$ cat src/sv/cspg_pkg.sv
// Shared types, widths and helpers of the coordinated step pulse generator.
package cspg_pkg;

   localparam int POS_BITS           = 24;
   localparam int INTERVAL_FRAC_BITS = 8;

   localparam int IN_W      = 24;
   localparam int MPS_W     = 16;
   localparam int FEED_W    = 16;
   localparam int NUM_AXES  = 4;
   localparam int AXIS_W    = 2;
   localparam int CSR_IDX_W = 3;
   localparam int CSR_DAT_W = 16;

   localparam int IV_W      = 40;
   localparam int SUM_W     = 48;
   localparam int TRAVEL_W  = POS_BITS + MPS_W;
   localparam int ROOT_W    = TRAVEL_W + 1;
   localparam int SQ_W      = 2 * ROOT_W;
   localparam int SREM_W    = ROOT_W + 3;
   localparam int USEC_W    = 20;
   localparam int SHIFT_W   = INTERVAL_FRAC_BITS + 4;
   localparam int LENP_W    = ROOT_W + USEC_W;
   localparam int NUM_W     = LENP_W + SHIFT_W;
   localparam int DEN_W     = FEED_W + POS_BITS;
   localparam int QSHIFT    = 16;
   localparam int CNT_W     = $clog2(NUM_W);

   localparam logic [USEC_W-1:0] USEC_PER_SEC = USEC_W'(1000000);
   localparam logic [IV_W-1:0]   IV_MAX  = {IV_W{1'b1}};
   localparam logic [IV_W-1:0]   IV_MIN  = IV_W'(1) << INTERVAL_FRAC_BITS;
   localparam logic [SUM_W-1:0]  SUM_MAX = {SUM_W{1'b1}};

   typedef logic signed [POS_BITS-1:0] pos_type;
   typedef logic [POS_BITS-1:0]        steps_type;

   typedef enum logic [1:0] {
      FUNC_TICK   = 2'd0,
      FUNC_MOVE   = 2'd1,
      FUNC_SETPOS = 2'd2
   } func_type;

   typedef enum logic [CSR_IDX_W-1:0] {
      REG_MPS_X = 3'd0,
      REG_MPS_Y = 3'd1,
      REG_MPS_Z = 3'd2,
      REG_FEED  = 3'd3,
      REG_MODE  = 3'd4
   } reg_index_type;

   typedef enum logic [3:0] {
      OP_NONE, OP_CAPTURE, OP_SETPOS, OP_REJECT, OP_SETUP, OP_TRAVEL, OP_MUL_STEP,
      OP_SQ_ACC, OP_SQRT_STEP, OP_LEN_INIT, OP_DIV_INIT, OP_DIV_STEP, OP_DIV_STORE,
      OP_MOVE_END, OP_TICK_AXIS, OP_TICK_END
   } dp_op_type;

   typedef enum logic [3:0] {
      ST_IDLE, ST_DECODE, ST_TRAVEL, ST_SQ_MUL, ST_SQ_ACC, ST_SQRT, ST_LEN_INIT,
      ST_LEN_MUL, ST_DIV_PREP, ST_DIV, ST_DIV_STORE, ST_MOVE_END, ST_TICK,
      ST_TICK_END, ST_RESP
   } state_type;

   typedef struct packed {
      dp_op_type          op;
      logic [AXIS_W-1:0]  axis;
      logic               out_load;
   } cmd_type;

   typedef struct packed {
      logic [1:0]          func;
      logic                moving;
      logic [NUM_AXES-1:0] steps_nz;
   } status_type;

   typedef struct packed {
      logic [NUM_AXES-1:0] step_pulses;
      logic [NUM_AXES-1:0] directions;
      logic                busy_res;
      logic                move_done;
      logic                rejected;
   } rsp_data_type;

   // Sign-extends a request field and wraps it to the position width.
   function automatic pos_type to_pos(input logic signed [IN_W-1:0] v);
      logic signed [32:0] ext;
      ext = 33'(v);
      return ext[POS_BITS-1:0];
   endfunction

endpackage

$ cat src/sv/cspg_ctrl.sv
// Sequencer for tick handling and move set-up of the step pulse generator.
module cspg_ctrl (
   input  logic                 clock,
   input  logic                 reset,
   input  logic                 req_valid,
   output logic                 req_ready,
   output logic                 rsp_valid,
   input  logic                 rsp_ready,
   input  cspg_pkg::status_type status,
   output cspg_pkg::cmd_type    cmd
);

   cspg_pkg::state_type                state_ff, state_in;
   logic [cspg_pkg::AXIS_W-1:0]        axis_ff, axis_in;
   logic [cspg_pkg::CNT_W-1:0]         cnt_ff, cnt_in;
   logic                               rsp_valid_ff, rsp_valid_in;
   logic                               out_free;

   localparam logic [cspg_pkg::CNT_W-1:0] MUL_LAST  = cspg_pkg::CNT_W'(cspg_pkg::ROOT_W - 1);
   localparam logic [cspg_pkg::CNT_W-1:0] SQRT_LAST = cspg_pkg::CNT_W'(cspg_pkg::ROOT_W - 1);
   localparam logic [cspg_pkg::CNT_W-1:0] DIV_LAST  = cspg_pkg::CNT_W'(cspg_pkg::NUM_W - 1);
   localparam logic [cspg_pkg::AXIS_W-1:0] AXIS_Z    = cspg_pkg::AXIS_W'(2);
   localparam logic [cspg_pkg::AXIS_W-1:0] AXIS_LAST = cspg_pkg::AXIS_W'(cspg_pkg::NUM_AXES - 1);

   always_ff @(posedge clock) begin
      if (reset) begin
         state_ff     <= cspg_pkg::ST_IDLE;
         axis_ff      <= '0;
         cnt_ff       <= '0;
         rsp_valid_ff <= 1'b0;
      end else begin
         state_ff     <= state_in;
         axis_ff      <= axis_in;
         cnt_ff       <= cnt_in;
         rsp_valid_ff <= rsp_valid_in;
      end
   end

   assign out_free  = !rsp_valid_ff || rsp_ready;
   assign rsp_valid = rsp_valid_ff;
   assign req_ready = (state_ff == cspg_pkg::ST_IDLE);

   always_comb begin
      state_in     = state_ff;
      axis_in      = axis_ff;
      cnt_in       = cnt_ff;
      rsp_valid_in = rsp_valid_ff && !rsp_ready;
      cmd.op       = cspg_pkg::OP_NONE;
      cmd.axis     = axis_ff;
      cmd.out_load = 1'b0;
      unique case (state_ff)
         cspg_pkg::ST_IDLE: begin
            if (req_valid) begin
               cmd.op   = cspg_pkg::OP_CAPTURE;
               state_in = cspg_pkg::ST_DECODE;
            end
         end
         cspg_pkg::ST_DECODE: begin
            axis_in  = '0;
            cnt_in   = '0;
            state_in = cspg_pkg::ST_RESP;
            unique case (status.func)
               cspg_pkg::FUNC_TICK: begin
                  if (status.moving) state_in = cspg_pkg::ST_TICK;
               end
               cspg_pkg::FUNC_MOVE: begin
                  if (status.moving) begin
                     cmd.op = cspg_pkg::OP_REJECT;
                  end else begin
                     cmd.op   = cspg_pkg::OP_SETUP;
                     state_in = cspg_pkg::ST_TRAVEL;
                  end
               end
               cspg_pkg::FUNC_SETPOS: begin
                  cmd.op = status.moving ? cspg_pkg::OP_REJECT : cspg_pkg::OP_SETPOS;
               end
               default: ;
            endcase
         end
         cspg_pkg::ST_TRAVEL: begin
            cmd.op   = cspg_pkg::OP_TRAVEL;
            cnt_in   = '0;
            state_in = cspg_pkg::ST_SQ_MUL;
         end
         cspg_pkg::ST_SQ_MUL: begin
            cmd.op = cspg_pkg::OP_MUL_STEP;
            cnt_in = cnt_ff + 1'b1;
            if (cnt_ff == MUL_LAST) state_in = cspg_pkg::ST_SQ_ACC;
         end
         cspg_pkg::ST_SQ_ACC: begin
            cmd.op = cspg_pkg::OP_SQ_ACC;
            cnt_in = '0;
            if (axis_ff == AXIS_Z) begin
               state_in = cspg_pkg::ST_SQRT;
            end else begin
               axis_in  = axis_ff + 1'b1;
               state_in = cspg_pkg::ST_TRAVEL;
            end
         end
         cspg_pkg::ST_SQRT: begin
            cmd.op = cspg_pkg::OP_SQRT_STEP;
            cnt_in = cnt_ff + 1'b1;
            if (cnt_ff == SQRT_LAST) state_in = cspg_pkg::ST_LEN_INIT;
         end
         cspg_pkg::ST_LEN_INIT: begin
            cmd.op   = cspg_pkg::OP_LEN_INIT;
            cnt_in   = '0;
            state_in = cspg_pkg::ST_LEN_MUL;
         end
         cspg_pkg::ST_LEN_MUL: begin
            cmd.op = cspg_pkg::OP_MUL_STEP;
            cnt_in = cnt_ff + 1'b1;
            if (cnt_ff == MUL_LAST) begin
               axis_in  = '0;
               state_in = cspg_pkg::ST_DIV_PREP;
            end
         end
         cspg_pkg::ST_DIV_PREP: begin
            cnt_in = '0;
            if (status.steps_nz[axis_ff]) begin
               cmd.op   = cspg_pkg::OP_DIV_INIT;
               state_in = cspg_pkg::ST_DIV;
            end else if (axis_ff == AXIS_LAST) begin
               state_in = cspg_pkg::ST_MOVE_END;
            end else begin
               axis_in = axis_ff + 1'b1;
            end
         end
         cspg_pkg::ST_DIV: begin
            cmd.op = cspg_pkg::OP_DIV_STEP;
            cnt_in = cnt_ff + 1'b1;
            if (cnt_ff == DIV_LAST) state_in = cspg_pkg::ST_DIV_STORE;
         end
         cspg_pkg::ST_DIV_STORE: begin
            cmd.op = cspg_pkg::OP_DIV_STORE;
            if (axis_ff == AXIS_LAST) begin
               state_in = cspg_pkg::ST_MOVE_END;
            end else begin
               axis_in  = axis_ff + 1'b1;
               state_in = cspg_pkg::ST_DIV_PREP;
            end
         end
         cspg_pkg::ST_MOVE_END: begin
            cmd.op   = cspg_pkg::OP_MOVE_END;
            state_in = cspg_pkg::ST_RESP;
         end
         cspg_pkg::ST_TICK: begin
            cmd.op = cspg_pkg::OP_TICK_AXIS;
            if (axis_ff == AXIS_LAST) begin
               state_in = cspg_pkg::ST_TICK_END;
            end else begin
               axis_in = axis_ff + 1'b1;
            end
         end
         cspg_pkg::ST_TICK_END: begin
            cmd.op   = cspg_pkg::OP_TICK_END;
            state_in = cspg_pkg::ST_RESP;
         end
         cspg_pkg::ST_RESP: begin
            // The finished result waits here until the output register frees up.
            if (out_free) begin
               cmd.out_load = 1'b1;
               rsp_valid_in = 1'b1;
               state_in     = cspg_pkg::ST_IDLE;
            end
         end
         default: state_in = cspg_pkg::ST_IDLE;
      endcase
   end

endmodule

$ cat config.mk
export PLATFORM = sky130hd
export DESIGN_NAME = cspg_ctrl
export DESIGN_NICKNAME = d
export VERILOG_FILES = /design/src/sv/cspg_pkg.sv /design/src/sv/cspg_ctrl.sv
export SDC_FILE = /design/constraint.sdc
export NUM_CORES = 1
export LEC_CHECK = 0
export BUFFER_PORTS_ARGS = -buffer_cell sky130_fd_sc_hd__buf_2
export CELL_PAD_IN_SITES_DETAIL_PLACEMENT = 0
export CELL_PAD_IN_SITES_GLOBAL_PLACEMENT = 2
export CORE_MARGIN = 2
export CORE_UTILIZATION = 30
export DETAILED_ROUTE_END_ITERATION = 12
export GPL_TIMING_DRIVEN = 1
export PLACE_DENSITY = 0.78
export SLEW_MARGIN = 5
export SYNTH_ARGS = -nofsm -noshare
export SYNTH_HDL_FRONTEND = slang
export SYNTH_SLANG_ARGS = --single-unit
$ cat constraint.sdc
create_clock -name clock -period 5 [get_ports clock]
set_clock_uncertainty 0.15 [all_clocks]
set_input_delay 0.25 -clock clock [delete_from_list [all_inputs] [get_ports clock]]
set_output_delay 0.25 -clock clock [all_outputs]
set_load 0.05 [all_outputs]
# Word-level counts from Yosys, hierarchy flattened
# Cells that the tools add are included.
[classes]
addsub = 2
order_cmp = 1
n_eq_ne = 30
muxes = 33
reduce_logical = 15
[op_table]
columns = ["cell", "n"]
rows = [
  ["one-hot mux 4 bit (14 select lines)", 1],
  ["one-hot mux 4 bit (13 select lines)", 1],
  ["2-to-1 mux 4 bit", 11],
  ["equality test 4 bit (second input constant)", 7],
  ["inequality test 2 bit (second input constant)", 9],
  ["equality test 4 x 3 -> 1 bit (second input constant)", 4],
  ["one-hot mux 7 bit (2 select lines)", 1],
  ["2-to-1 mux 2 bit", 6],
  ["one-hot mux 2 bit (5 select lines)", 1],
  ["equality test 4 x 2 -> 1 bit (second input constant)", 2],
  ["one-hot mux 4 bit (2 select lines)", 1],
  ["AND reduction 8 bit", 1],
  ["adder 7 x 1 -> 7 bit (second input constant)", 1],
  ["equality test 7 x 6 -> 1 bit (second input constant)", 1],
  ["equality test 7 bit (second input constant)", 1],
  ["2-to-1 mux 1 bit", 7],
  ["equality test 2 bit (second input constant)", 3],
  ["2-to-1 mux 3 bit", 2],
  ["one-hot mux 3 bit (2 select lines)", 1],
  ["OR reduction 2 bit", 3],
  ["nonzero test 5 bit", 1],
  ["OR reduction 5 bit", 1],
  ["equality test 4 x 1 -> 1 bit (second input constant)", 1],
  ["zero test 4 bit", 1],
  ["other kinds (12)", 13],
]
[word_totals]
register_bits = 14
inputBits = 11
output_inout_bits = 9
elab_cells = 85

# Depth between registers and ports, before layout
[logic_depth]
word_depth = 4
mapped_depth = 8
ltp_nobuf = 7

# Worst setup path before layout
# OpenSTA, ideal clock, no wires.
[synth_timing]
path_type = "register to register"
from = "register state_ff[0]"
to = "register state_ff[3]"
arrival_ps = 2717
t_required_ps = 4728
slack_ps = 2011
stages_incl_launch_ff = 6
n_path_buf = 1
path_cell_list = "dfxtp_1 buf_2 nor4_1 a2111o_1 o21ai_0 o311a_1"
[synth_via]
elab_chain_cells = 3
elab_cells_between_ends = 26
cone_classes = "22 x eq/ne; 1 x mux; 3 x reduce/logical"
[synth_rtl]
columns = ["item", "line_no", "rtl"]
rows = [
  ["start, declared", "cspg_ctrl.sv:13", "cspg_pkg::state_type state_ff, state_in;"],
  ["start signal, assigned", "cspg_ctrl.sv:27", "state_ff <= cspg_pkg::ST_IDLE;"],
  ["start signal, assigned", "cspg_ctrl.sv:32", "state_ff <= state_in;"],
  ["zero test 4 bit (*)", "--", ""],
  ["named net req_ready", "cspg_ctrl.sv:6", "output logic req_ready,"],
  ["inequality test 2 bit (no source line)", "--", ""],
  ["AND reduction 8 bit (no source line)", "--", ""],
]
# The timed path passes the listed nets; every way through them passes the cells marked *.
# A chain may end at the register's enable or synchronous reset.

==> impl_results.md <==
* Port Buffers at 19
* Total grt overflow at 0
* CTS tree: built
* # hold bufs at CTS at 0
* Worst Hold Class: primary input to flop
* Post-synth EDFFs at 0
* Main synth FF type: dfxtp_1
* Area delta synth->final at 9.07%
* Worst R2R Setup Slack at 2.41 ns
* Final Max Slew Viols at 0
* FF-to-FF path depth at 5
* Synthesized Nets at 214
* Diode count at 0
* Final setup margin at 2.17 ns
* Initial Util at 31.6%
* Filler cells at 503
* Combinational share of power at 59.3%
* DP HPWL at 2.66 mm
* R2R Path Start: state_ff[3]
* Max-cap violations at 0
* Cells after Synth at 196
* Total number of vias at 1480
* Setup Fix Bufs, Post-CTS at 0
* Most instantiated cells after synthesis: 18 x nor2_1, 16 x a21oi_1, 15 x nand2_1, 15 x o21ai_0, 14 x dfxtp_1
* VDD IR max at 0.000445 V
* Sequential cell area at 280 um2
* I/O Pins at 20
* Crit Path Class: flop to output port
* Drt via density at 5.76
* Final min period at 2.83 ns
* Max Fclk at 353 MHz
* Detailed Routing Iterations Pass 1 at 4
* WP data arrival at 2.43 ns
* Final RePlAce weighted congestion at 0.762
* Hold-critical path depth at 3
* Die Span Y at 72.5 um
* Antenna violations before repair at 0
* Vias in the first global route at 1345
* Multi-input logic area at 990 um2
* Iter 0 DRT Violations at 92
* Final period util at 56.7%
* Seq/Total Area, Yosys at 19.9%
* Share of the synthesized area in the top cell type at 19.9%
* Final Non-Filler Cells at 257
* Sw Share at 56.5%
* Clk pwr share at 12.8%
* Mean Syn Cell Area at 7.18 um2
* DP Worst Slack at 2.41 ns
* WL per Instance at 14.6 um
* Worst path required time at 4.60 ns
* Synth unique cells at 48
* Final Setup Violations at 0
* Internal power at 378 uW
* Top cells by area, synth: dfxtp_1 20%, ha_1 6.2%, a21oi_1 5.7%, o21ai_0 5.3%, nor2_1 4.8%
* Status: complete, no violations
* CTS sink count at 14
* Worst-Margin Slew at 0.945 ns
* Leakage at 0.000575 uW
* Worst setup EP type: output port
* Root buffer cell: clkbuf_8
* Clk slew on worst S/H paths at 0.06 ns
* Post-synth top area cell: dfxtp_1
* Yosys reg bits at 14
* RSZ-0062 raised after global routing: false
* Remaining antenna violation count at 0
* Net Sw Power at 491 uW
* Nets at 224
* Clk_lat worst skew at 0.24 ns
* First-pass GRT wire length at 6.47 mm
* Worst-path fanout max at 30
* Die Wd at 72.5 um
* Resized Gates After CTS at 0
* Hold endpoint: rsp_valid
* Total routed wirelength at 3.74 mm
* CORE AREA at 0.00444 mm2
* Power Dens Cells at 566 mW/mm2
* Share of cells above drive strength 1 at 14.6%
* Drc violations at 0
* Post-Syn Area at 0.00141 mm2
* Die ar. at 0.00525 mm2
* Std-Cell Rows at 24
* Setup_tns at 0 ns
* FFs w/ async S/R, synth at 0%
* H-tree depth at 1
* Total CTS buffers at 3
* Reg power frac at 27.9%
* CP Launch Type: flop
* Top-count cell post-synth: nor2_1
* Final hold vios at 0
* Max_slew headroom at 36.9%
* Largest net degree at the start of global routing at 31
* Global-route usage over all layers at 15.2%
* Yosys warning total at 0
* Clk buf depth at 2
* Min-delay src: rsp_ready
* FF-to-FF End: axis_ff[0]
* Placed cell count at 253
## worst max path at each step
stage | to | depth (start not counted) | slack (ns) | start
after floorplan | state_ff[3] | 5 | 2.01 | state_ff[0]
after global placement | state_ff[3] | 5 | 2.44 | state_ff[0]
after detailed placement | axis_ff[0] | 5 | 2.41 | state_ff[3]
after CTS | cmd[5] | 5 | 2.20 | state_ff[0]
after global routing | cmd[5] | 5 | 1.99 | state_ff[0]
final | cmd[5] | 5 | 2.17 | state_ff[0]
## layer usage
metal / up-vias / global-route usage, % / wire (um) / part of all wire, %
met1: 691 / 23.3 / 1890 / 50
met2: 41 / 22.7 / 1660 / 44
met4: 0 / 1.23 / 17 / 0.45
met3: 2 / 2.92 / 176 / 4.7
li1: 746 / - / - / -
met5: - / 0 / 0 / 0
## stage by stage
step	utilization, %	hold WS (ns)	cell area [um2]	power (uW)
floorplan	-	0.296	1410	656
global placement	33.3	0.368	1480	765
detailed placement	33.3	0.367	1480	756
CTS	34.5	0.169	1530	870
global route	34.5	0.200	1530	941
finish	34.5	0.173	1530	869
## power by group through the flow
stage               combinational [uW]  sequential [uW]  clock [uW]
floorplan                          492              163           0
global placement                   524              241           0
detailed placement                 514              242           0
CTS                                516              239         115
global route                       568              254         120
finish                             515              242         112
## area by class of cell
| cell class | instances | share of cell area (%) |
|---|---|---|
| repair buffers | 19 | 6.20 |
| well taps | 52 | 4.24 |
| clock buffers | 4 | 3.59 |
| multi-input cells | 155 | 64.5 |
| inverters | 13 | 3.18 |
| flip-flops and latches | 14 | 18.3 |
## kinds of logic after synthesis
family                     synth area share [%]
DFF                                        19.9
AOI/OAI and AO/OA                          29.4
muxes                                      4.72
and+or+nand+nor                            30.0
buffers and inverters                      9.70
adders and majority gates                  6.23
## flip-flops by register name, summed over array words and instances, names as in the netlist
register and flops:
cnt_ff 7, axis_ff 2, state_ff 4, rsp_valid 1
## worst max-delay path: stages (launching register included)
cell and delay [ns]:
dfxtp_1 0.94, inv_1 0.36, nor2_1 0.25, a31oi_1 0.11, o221ai_1 0.22, buf_2 0.30
## layout by cell type, fill, tap and decap left out, types with 7 or more instances in the layout
cell / n
nor2_1: 18
o21ai_0: 15
a21oi_1: 16
nand3_1: 8
nor3_1: 9
inv_1: 13
buf_2: 19
nand2_1: 15
ha_1: 7
dfxtp_1: 14
Note: power is estimated with default switching activity, not from simulation.
